File: src/design/xed_pkg.sv
package xed_pkg;

  // longest entity body held after an ampersand
  localparam int ENTITY_SPAN = 8;
  localparam int CNT_W = $clog2(ENTITY_SPAN + 1);
  localparam int IDX_W = $clog2(ENTITY_SPAN);

  // code point arithmetic
  localparam int CODE_W = 21;
  localparam int PROD_W = CODE_W + 4;
  localparam logic [CODE_W-1:0] CODE_MAX = 21'h10FFFF;
  localparam logic [CODE_W-1:0] CODE_SAT = 21'h110000;

  // characters
  localparam logic [7:0] CH_AMP  = 8'h26;
  localparam logic [7:0] CH_SEMI = 8'h3B;
  localparam logic [7:0] CH_HASH = 8'h23;
  localparam logic [7:0] CH_LT   = 8'h3C;
  localparam logic [7:0] CH_GT   = 8'h3E;
  localparam logic [7:0] CH_QUOT = 8'h22;
  localparam logic [7:0] CH_APOS = 8'h27;

  // datapath operations, one per cycle while the output slot is free
  typedef enum logic [4:0] {
    OP_NONE,
    OP_PASS,
    OP_AMP_END,
    OP_OPEN,
    OP_APPEND,
    OP_SEMI,
    OP_FLUSH_AMP,
    OP_FLUSH_BYTE,
    OP_OVF_AMP,
    OP_OVF_BYTE,
    OP_NAMED,
    OP_REF_START,
    OP_PARSE,
    OP_UTF,
    OP_VERB_AMP,
    OP_VERB_BYTE,
    OP_VERB_SEMI
  } op_t;

  typedef struct packed {
    op_t op;
  } cmd_t;

  typedef struct packed {
    logic emit_ok;
    logic open;
    logic in_amp;
    logic in_semi;
    logic end_in;
    logic full;
    logic w0_amp;
    logic w1_amp;
    logic cnt_one;
    logic cnt_zero;
    logic name_hit;
    logic is_ref;
    logic ref_empty;
    logic digit_bad;
    logic idx_last;
    logic sat_next;
    logic utf_last;
  } status_t;

endpackage

File: src/design/xml_entity_decoder_unit.sv
// channel   | direction | tdata          | tlast     | tuser
// ----------+-----------+----------------+-----------+---------
// s_ (in)   | request   | [7:0] in_byte  | text_end  | -
// m_ (out)  | request   | [7:0] out_byte | text_done | run_last
//
// a byte outside an entity, or one that is only held in the window, is taken in the idle state
// a semicolon is taken, then the resolve state also gives a known name
// a reference reads its digits and then emits its utf-8 bytes; verbatim emits the ampersand, window and semicolon
// flush and overflow emit their output bytes after the accepting cycle
// rst is synchronous and clears the state machine, the window count and the output valid
// a stalled output holds the controller; no input is taken while a request's bytes are pending
module xml_entity_decoder_unit
  import xed_pkg::*;
(
  input  logic       clk,
  input  logic       rst,
  input  logic       s_tvalid,
  output logic       s_tready,
  input  logic [7:0] s_tdata,   // [7:0] in_byte
  input  logic       s_tlast,   // text_end
  output logic       m_tvalid,
  input  logic       m_tready,
  output logic [7:0] m_tdata,   // [7:0] out_byte
  output logic       m_tlast,   // text_done
  output logic       m_tuser    // run_last
);

  // command and status between sequencer and datapath
  cmd_t    cmd;
  status_t st;

  // sequencer: picks one datapath operation per cycle, only when output slot is free
  xed_ctrl u_ctrl (
    .clk      (clk),
    .rst      (rst),
    .s_tvalid (s_tvalid),
    .s_tready (s_tready),
    .st       (st),
    .cmd      (cmd)
  );

  // datapath: entity window, name match, reference digit loop, utf-8 encoder, output reg
  xed_datapath u_dp (
    .clk      (clk),
    .rst      (rst),
    .cmd      (cmd),
    .st       (st),
    .s_tdata  (s_tdata),
    .s_tlast  (s_tlast),
    .m_tvalid (m_tvalid),
    .m_tready (m_tready),
    .m_tdata  (m_tdata),
    .m_tlast  (m_tlast),
    .m_tuser  (m_tuser)
  );

endmodule

File: src/design/xed_datapath.sv
module xed_datapath
  import xed_pkg::*;
(
  input  logic       clk,
  input  logic       rst,
  input  cmd_t       cmd,
  output status_t    st,
  input  logic [7:0] s_tdata,
  input  logic       s_tlast,
  output logic       m_tvalid,
  input  logic       m_tready,
  output logic [7:0] m_tdata,
  output logic       m_tlast,
  output logic       m_tuser
);

  logic [7:0]        win [ENTITY_SPAN];
  logic [CNT_W-1:0]  cnt;
  logic [IDX_W-1:0]  idx;
  logic [CODE_W-1:0] code;
  logic              hex;
  logic              end_flag;
  logic [1:0]        enc;
  logic              open;

  logic [7:0]        rd;
  logic [7:0]        w0, w1, w2, w3;
  logic [7:0]        named_char;
  logic              name_hit;
  logic              hex_tap;
  logic [7:0]        dig;
  logic [3:0]        dval;
  logic              dbad;
  logic [PROD_W-1:0] prod;
  logic              sat_next;
  logic [1:0]        nb_m1;
  logic [7:0]        utf_byte;
  logic              emit;
  logic [7:0]        e_byte;
  logic              e_last;
  logic              e_done;

  assign rd = win[idx];
  assign w0 = win[0];
  assign w1 = win[1];
  assign w2 = win[2];
  assign w3 = win[3];

  // named entities
  always_comb begin
    named_char = CH_AMP;
    name_hit   = 1'b1;
    if (cnt == CNT_W'(3) && w0 == "a" && w1 == "m" && w2 == "p") begin
      named_char = CH_AMP;
    end else if (cnt == CNT_W'(2) && w0 == "l" && w1 == "t") begin
      named_char = CH_LT;
    end else if (cnt == CNT_W'(2) && w0 == "g" && w1 == "t") begin
      named_char = CH_GT;
    end else if (cnt == CNT_W'(4) && w0 == "q" && w1 == "u" && w2 == "o" && w3 == "t") begin
      named_char = CH_QUOT;
    end else if (cnt == CNT_W'(4) && w0 == "a" && w1 == "p" && w2 == "o" && w3 == "s") begin
      named_char = CH_APOS;
    end else begin
      name_hit = 1'b0;
    end
  end

  assign hex_tap = (cnt > CNT_W'(1)) && ((w1 | 8'h20) == "x");

  // digit value of the current byte
  always_comb begin
    dig  = 8'h00;
    dbad = 1'b0;
    if (rd >= "0" && rd <= "9") begin
      dig = rd - "0";
    end else if (hex && rd >= "a" && rd <= "f") begin
      dig = rd - "a" + 8'd10;
    end else if (hex && rd >= "A" && rd <= "F") begin
      dig = rd - "A" + 8'd10;
    end else begin
      dbad = 1'b1;
    end
  end
  assign dval = dig[3:0];

  // code * base + digit, times ten as two shifted adds
  always_comb begin
    if (hex) begin
      prod = {code, 4'b0000};
    end else begin
      prod = {1'b0, code, 3'b000} + {3'b000, code, 1'b0};
    end
    prod = prod + {{(PROD_W-4){1'b0}}, dval};
  end
  assign sat_next = prod > PROD_W'(CODE_MAX);

  // utf-8 length and byte selection
  always_comb begin
    if (code < CODE_W'(21'h80)) nb_m1 = 2'd0;
    else if (code < CODE_W'(21'h800)) nb_m1 = 2'd1;
    else if (code < CODE_W'(21'h10000)) nb_m1 = 2'd2;
    else nb_m1 = 2'd3;
  end

  always_comb begin
    utf_byte = 8'h80 | {2'b00, code[5:0]};
    case (nb_m1)
      2'd0: utf_byte = {1'b0, code[6:0]};
      2'd1: begin
        if (enc == 2'd0) utf_byte = 8'hC0 | {3'b000, code[10:6]};
        else utf_byte = 8'h80 | {2'b00, code[5:0]};
      end
      2'd2: begin
        case (enc)
          2'd0:    utf_byte = 8'hE0 | {4'b0000, code[15:12]};
          2'd1:    utf_byte = 8'h80 | {2'b00, code[11:6]};
          default: utf_byte = 8'h80 | {2'b00, code[5:0]};
        endcase
      end
      default: begin
        case (enc)
          2'd0:    utf_byte = 8'hF0 | {5'b00000, code[20:18]};
          2'd1:    utf_byte = 8'h80 | {2'b00, code[17:12]};
          2'd2:    utf_byte = 8'h80 | {2'b00, code[11:6]};
          default: utf_byte = 8'h80 | {2'b00, code[5:0]};
        endcase
      end
    endcase
  end

  // status to the controller
  assign st.emit_ok   = !m_tvalid || m_tready;
  assign st.open      = open;
  assign st.in_amp    = s_tdata == CH_AMP;
  assign st.in_semi   = s_tdata == CH_SEMI;
  assign st.end_in    = s_tlast;
  assign st.full      = cnt == CNT_W'(ENTITY_SPAN - 1);
  assign st.w0_amp    = w0 == CH_AMP;
  assign st.w1_amp    = w1 == CH_AMP;
  assign st.cnt_one   = cnt == CNT_W'(1);
  assign st.cnt_zero  = cnt == '0;
  assign st.name_hit  = name_hit;
  assign st.is_ref    = (cnt != '0) && (w0 == CH_HASH);
  assign st.ref_empty = (hex_tap ? CNT_W'(2) : CNT_W'(1)) >= cnt;
  assign st.digit_bad = dbad;
  assign st.idx_last  = CNT_W'(idx) == cnt - CNT_W'(1);
  assign st.sat_next  = sat_next;
  assign st.utf_last  = enc == nb_m1;

  // byte to emit for this operation
  always_comb begin
    emit   = 1'b1;
    e_byte = CH_AMP;
    e_last = 1'b0;
    e_done = 1'b0;
    unique case (cmd.op) inside
      OP_PASS: begin
        e_byte = s_tdata;
        e_last = 1'b1;
        e_done = s_tlast;
      end
      OP_AMP_END: begin
        e_last = 1'b1;
        e_done = 1'b1;
      end
      OP_FLUSH_AMP, OP_VERB_AMP: e_byte = CH_AMP;
      OP_FLUSH_BYTE: begin
        e_byte = rd;
        e_last = st.idx_last;
        e_done = st.idx_last;
      end
      OP_OVF_AMP: e_last = st.w0_amp;
      OP_OVF_BYTE: begin
        e_byte = w0;
        e_last = st.cnt_one || st.w1_amp;
      end
      OP_NAMED: begin
        e_byte = named_char;
        e_last = 1'b1;
        e_done = end_flag;
      end
      OP_UTF: begin
        e_byte = utf_byte;
        e_last = st.utf_last;
        e_done = st.utf_last && end_flag;
      end
      OP_VERB_BYTE: e_byte = rd;
      OP_VERB_SEMI: begin
        e_byte = CH_SEMI;
        e_last = 1'b1;
        e_done = end_flag;
      end
      default: emit = 1'b0;
    endcase
  end

  // output register
  always_ff @(posedge clk) begin
    if (rst) begin
      m_tvalid <= 1'b0;
    end else if (emit) begin
      m_tvalid <= 1'b1;
    end else if (m_tready) begin
      m_tvalid <= 1'b0;
    end
    if (emit) begin
      m_tdata <= e_byte;
      m_tlast <= e_done;
      m_tuser <= e_last;
    end
  end

  // control state of the window
  always_ff @(posedge clk) begin
    if (rst) begin
      open <= 1'b0;
      cnt  <= '0;
    end else begin
      case (cmd.op) inside
        OP_OPEN: begin
          open <= 1'b1;
          cnt  <= '0;
        end
        OP_APPEND: cnt <= cnt + CNT_W'(1);
        OP_FLUSH_BYTE: begin
          if (st.idx_last) begin
            open <= 1'b0;
            cnt  <= '0;
          end
        end
        OP_OVF_AMP: begin
          if (st.w0_amp) cnt <= cnt - CNT_W'(1);
        end
        OP_OVF_BYTE: begin
          if (st.cnt_one) begin
            open <= 1'b0;
            cnt  <= '0;
          end else if (st.w1_amp) begin
            cnt <= cnt - CNT_W'(2);
          end else begin
            cnt <= cnt - CNT_W'(1);
          end
        end
        OP_NAMED, OP_VERB_SEMI: begin
          open <= 1'b0;
          cnt  <= '0;
        end
        OP_UTF: begin
          if (st.utf_last) begin
            open <= 1'b0;
            cnt  <= '0;
          end
        end
        default: ;
      endcase
    end
  end

  // window bytes and parse registers
  always_ff @(posedge clk) begin
    case (cmd.op)
      OP_APPEND: win[cnt[IDX_W-1:0]] <= s_tdata;
      OP_OVF_AMP: begin
        if (st.w0_amp) begin
          for (int i = 0; i < ENTITY_SPAN - 1; i++) win[i] <= win[i+1];
        end
      end
      OP_OVF_BYTE: begin
        if (st.w1_amp && !st.cnt_one) begin
          for (int i = 0; i < ENTITY_SPAN - 2; i++) win[i] <= win[i+2];
        end else begin
          for (int i = 0; i < ENTITY_SPAN - 1; i++) win[i] <= win[i+1];
        end
      end
      default: ;
    endcase

    case (cmd.op) inside
      OP_SEMI: end_flag <= s_tlast;
      OP_FLUSH_AMP, OP_VERB_AMP: idx <= '0;
      OP_FLUSH_BYTE, OP_VERB_BYTE: idx <= idx + IDX_W'(1);
      OP_REF_START: begin
        hex  <= hex_tap;
        idx  <= hex_tap ? IDX_W'(2) : IDX_W'(1);
        code <= '0;
        enc  <= '0;
      end
      OP_PARSE: begin
        code <= sat_next ? CODE_SAT : prod[CODE_W-1:0];
        idx  <= idx + IDX_W'(1);
      end
      OP_UTF: enc <= enc + 2'd1;
      default: ;
    endcase
  end

endmodule

File: src/design/xed_ctrl.sv
module xed_ctrl
  import xed_pkg::*;
(
  input  logic    clk,
  input  logic    rst,
  input  logic    s_tvalid,
  output logic    s_tready,
  input  status_t st,
  output cmd_t    cmd
);

  typedef enum logic [3:0] {
    S_IDLE,
    S_RESOLVE,
    S_PARSE,
    S_UTF,
    S_VERB_AMP,
    S_VERB_BYTE,
    S_VERB_SEMI,
    S_FLUSH_AMP,
    S_FLUSH_BYTE,
    S_OVF_AMP,
    S_OVF_BYTE
  } state_t;

  state_t state, state_next;

  assign s_tready = (state == S_IDLE) && st.emit_ok;

  always_comb begin
    state_next = state;
    cmd.op     = OP_NONE;
    if (st.emit_ok) begin
      unique case (state)
        S_IDLE: begin
          if (s_tvalid) begin
            if (!st.open) begin
              if (!st.in_amp) cmd.op = OP_PASS;
              else if (st.end_in) cmd.op = OP_AMP_END;
              else cmd.op = OP_OPEN;
            end else if (st.in_semi) begin
              cmd.op     = OP_SEMI;
              state_next = S_RESOLVE;
            end else begin
              cmd.op = OP_APPEND;
              if (st.end_in) state_next = S_FLUSH_AMP;
              else if (st.full) state_next = S_OVF_AMP;
            end
          end
        end
        S_RESOLVE: begin
          if (st.name_hit) begin
            cmd.op     = OP_NAMED;
            state_next = S_IDLE;
          end else if (st.is_ref) begin
            cmd.op     = OP_REF_START;
            state_next = st.ref_empty ? S_VERB_AMP : S_PARSE;
          end else begin
            state_next = S_VERB_AMP;
          end
        end
        S_PARSE: begin
          cmd.op = OP_PARSE;
          if (st.digit_bad) state_next = S_VERB_AMP;
          else if (st.idx_last) state_next = st.sat_next ? S_VERB_AMP : S_UTF;
        end
        S_UTF: begin
          cmd.op = OP_UTF;
          if (st.utf_last) state_next = S_IDLE;
        end
        S_VERB_AMP: begin
          cmd.op     = OP_VERB_AMP;
          state_next = st.cnt_zero ? S_VERB_SEMI : S_VERB_BYTE;
        end
        S_VERB_BYTE: begin
          cmd.op = OP_VERB_BYTE;
          if (st.idx_last) state_next = S_VERB_SEMI;
        end
        S_VERB_SEMI: begin
          cmd.op     = OP_VERB_SEMI;
          state_next = S_IDLE;
        end
        S_FLUSH_AMP: begin
          cmd.op     = OP_FLUSH_AMP;
          state_next = S_FLUSH_BYTE;
        end
        S_FLUSH_BYTE: begin
          cmd.op = OP_FLUSH_BYTE;
          if (st.idx_last) state_next = S_IDLE;
        end
        S_OVF_AMP: begin
          cmd.op     = OP_OVF_AMP;
          state_next = st.w0_amp ? S_IDLE : S_OVF_BYTE;
        end
        S_OVF_BYTE: begin
          cmd.op = OP_OVF_BYTE;
          if (st.cnt_one || st.w1_amp) state_next = S_IDLE;
        end
        default: state_next = S_IDLE;
      endcase
    end
  end

  always_ff @(posedge clk) begin
    if (rst) begin
      state <= S_IDLE;
    end else begin
      state <= state_next;
    end
  end

endmodule

File: config.mk
export PLATFORM = sky130hd
export DESIGN_NAME = xml_entity_decoder_unit
export DESIGN_NICKNAME = d
export VERILOG_FILES = /design/src/design/xed_pkg.sv /design/src/design/xml_entity_decoder_unit.sv /design/src/design/xed_datapath.sv /design/src/design/xed_ctrl.sv
export SDC_FILE = /design/constraint.sdc
export NUM_CORES = 1
export LEC_CHECK = 0
export BUFFER_PORTS_ARGS = -buffer_cell sky130_fd_sc_hd__buf_2
export CAP_MARGIN = 0
export CORE_ASPECT_RATIO = 0.5
export CORE_MARGIN = 5
export CORE_UTILIZATION = 45
export CTS_CLUSTER_SIZE = 40
export DETAILED_ROUTE_END_ITERATION = 7
export PLACE_DENSITY_LB_ADDON = 0.2
export REMOVE_ABC_BUFFERS = 1
export SLEW_MARGIN = 20
export SYNTH_ARGS = -nofsm -noshare
export SYNTH_HDL_FRONTEND = slang
export SYNTH_SLANG_ARGS = --single-unit
File: constraint.sdc
create_clock -name clk -period 16.37 [get_ports clk]
set_clock_uncertainty 0.2 [all_clocks]
set_input_delay 3.274 -clock clk [delete_from_list [all_inputs] [get_ports clk]]
set_output_delay 3.274 -clock clk [all_outputs]
set_load 0.02 [all_outputs]
==> impl_metrics.csv <==
group,metric,value,unit
status,status,"finished clean",
cells_and_area,ff_latch_area,0.00332,mm²
yosys,ys.warnings.count,0,
clock_tree,post_cts_buffers,0,
route,drc_errors,0,
yosys,synth_edf_count,102,
critical_path,required,12.90,ns
clock_tree,postCtsHoldBufs,0,
cells_and_area,nFillCells,1921,
placement,dp.cells,1263,
clock_tree,htreeDepth,4,
timing,max_freq,136,MHz
route,routed_via_density,6.53,
critical_path,worst-path-max-fanout,3,
critical_path,crit_end,"s_tready",
yosys,synth_area,0.00945,mm²
critical_path,cp-start-kind,"primary input",
yosys,synth-async-reset-ratio,0,%
critical_path,crit_start,"m_tready",
run,max_cap_viol_count,0,
route,num_vias,8453,
route,drt-wirelength-per-cell,21.3,µm
cells_and_area,drive_gt1_share,11.4,%
yosys,ys_seq_elements,115,
clock_tree,cts_max_path_buffers,2,
route,top_layer,"met4",
pwr,leakagePower,0.00380,µW
clock_tree,clk_pin_slew,0.07,ns
route,wl_met1,12300,µm
floorplanning,core-area,0.0206,mm²
timing,period_minus_slack,7.34,ns
floorplanning,io_pins,25,
yosys,synth-seq-area-share,35.2,%
placement,dp_hpwl,20400,µm
global_route,grt_pass1_vias,7886,
clock_tree,cts_tree,"built",
route,wl_met3,2170,µm
route,initialDrtViolationCount,998,
floorplanning,num_rows,37,
cells_and_area,antenna_cells,0,
timing,finalHoldViolCount,0,
global_route,overflow,0,
cells_and_area,nNetsFinal,1066,
floorplanning,start_util,45.8,%
floorplanning,fp.dieH,112,µm
route,firstDrtPassIters,6,
critical_path,critPathArrivalTime,3.86,ns
worst_hold_path,min_path_type,"reg -> reg",
cells_and_area,syn_to_final_growth,9.56,%
yosys,syn_inst,1009,
clock_tree,clock-sinks,115,
critical_path,regToRegEndpoint,"u_dp.code[7]",
timing,slew_headroom,31.5,%
cells_and_area,finalNonFillerCells,1295,
clock_tree,cts_resized,0,
timing,setup-violations-final,0,
timing,worstMarginPinSlew,1.00,ns
global_route,groute.usage.overall,22.1,%
floorplanning,dieArea,0.0242,mm²
clock_tree,clk_latency,0.42,ns
global_route,grt_start_max_net_pins,58,
pwr,max-vdd-ir-drop,66.0,µV
placement,gp_congestion,0.930,
floorplanning,die_w,215,µm
cells_and_area,final_util,50.2,%
route,ant_nets,0,
timing,min_period_over_period,44.8,%
route,route.met2.wl,12600,µm
timing,slew_violations,0,
cells_and_area,multiInputGateArea,0.00579,mm²
timing,rsz0062_at_grt,"false",
pwr,powerDensity,243,mW/mm²
yosys,syn_area_per_cell,9.36,µm²
critical_path,r2r_setup_slack,9.66,ns
clock_tree,root_buffer,"clkbuf_16",
timing,finalSetupTns,0,ns
yosys,ys_types,95,
clock_tree,cts-buffers-inserted,17,
critical_path,end_kind,"primary output",
global_route,antenna_found_initial,0,
critical_path,crit_type,"in -> out",
placement,placement.io_buffers,24,
route,drt_wl_total,27600,µm
yosys,ys.flop_type,"edfxtp_1",
global_route,grt_pass1_wl,43400,µm
critical_path,reg2regPathDepth,20,
[per-layer routing]
layer	up-vias	GRT usage, %
li1	3971	-
met1	4105	30.6
met3	45	4.50
met4	0	6.22
met5	-	0
met2	332	35.6
[where the power goes]
part / switching [µW] / internal (µW) / total, µW
sequential: 159 / 481 / 640
clock: 168 / 204 / 372
combinational: 922 / 580 / 1500
[cells in the mapped netlist, drive strengths merged (14+ instances only)]
cell / instances / area (µm²)
and2: 21 / 134
nand4: 17 / 106
ha: 42 / 526
nand3: 36 / 190
mux4: 16 / 360
mux2i: 21 / 210
inv: 31 / 116
a31oi: 14 / 87.6
nor3: 36 / 180
a21oi: 55 / 279
edfxtp: 102 / 3060
xnor2: 22 / 193
a21o: 14 / 105
and3: 16 / 100
buf: 21 / 104
o21ai: 50 / 254
nand2: 91 / 342
nor2: 82 / 313
clkbuf: 31 / 116
a221o: 48 / 480
[cell usage in the layout, fill, tap and decap left out, types with 16 or more instances in the layout]
cell type and instances:
nand3_1 34, clkbuf_16 17, nand2_1 91, mux2i_1 21
mux4_2 16, nor3_1 36, nand4_1 17, xnor2_1 22
a21oi_1 54, a221o_1 48, edfxtp_1 102, buf_2 24
and3_1 16, o21ai_0 46, inv_1 30, ha_1 42
nor2_1 79
[sequential cells by signal, summed over array words and instances, names as in the netlist, named ones only]
signal	count
u_dp.hex	1
u_ctrl.state	4
u_dp.win	64
u_dp.idx	3
u_dp.m_tdata	8
u_dp.cnt	4
u_dp.open	1
u_dp.enc	2
u_dp.code	21
u_dp.m_tvalid	1
u_dp.m_tuser	1
u_dp.end_flag	1
u_dp.m_tlast	1
[worst min path at each step]
stage | startpoint | to | slack [ns] | cells after the start
floorplan | u_dp.end_flag | u_dp.m_tlast | 0.32 | 1
global placement | u_dp.idx[1] | flop | 0.37 | 1
detailed placement | u_dp.win[7][6] | u_dp.win[6][6] | 0.39 | 1
CTS | u_dp.win[7][4] | u_dp.win[6][4] | 0.40 | 1
global route | u_dp.end_flag | u_dp.m_tlast | 0.42 | 1
finish | u_dp.win[7][4] | u_dp.win[6][4] | 0.39 | 1
[layout make-up]
type | count | share of cell area [%]
Clock buffer | 17 | 4.11
Clock inverter | 15 | 1.52
Inverter | 32 | 1.16
Multi-Input combinational cell | 810 | 56.0
Sequential cell | 115 | 32.1
Tap cell | 273 | 3.30
Timing Repair Buffer | 33 | 1.81
[per-stage QoR]
stage	total power (µW)	hold slack (ns)	setup WS, ns	instance area (µm²)
after floorplan	1720	0.325	8.73	9230
after global placement	2090	0.370	8.98	9770
after detailed placement	2120	0.387	9.01	9770
after CTS	2500	0.402	9.01	10300
after global routing	2700	0.417	8.99	10300
final	2510	0.394	9.03	10300
[critical path, stage by stage]
cell and delay, ns:
buf_2 0.11, nor2b_1 0.23, nor2_1 0.08, buf_2 0.16
[logic make-up (layout without fill, tap and decap cells)]
family	count (synthesis)	count (layout)	share of synthesized area [%]
xor gates and xnor gates	35	35	3.25
adders and majority gates	44	44	5.99
AOI/OAI and AO/OA	294	294	22.7
and+or+nand+nor	387	387	21.7
DFF	115	115	35.2
muxes	50	50	7.59
buffers and inverters	84	97	3.60
Note: power is estimated with default switching activity, not from simulation.
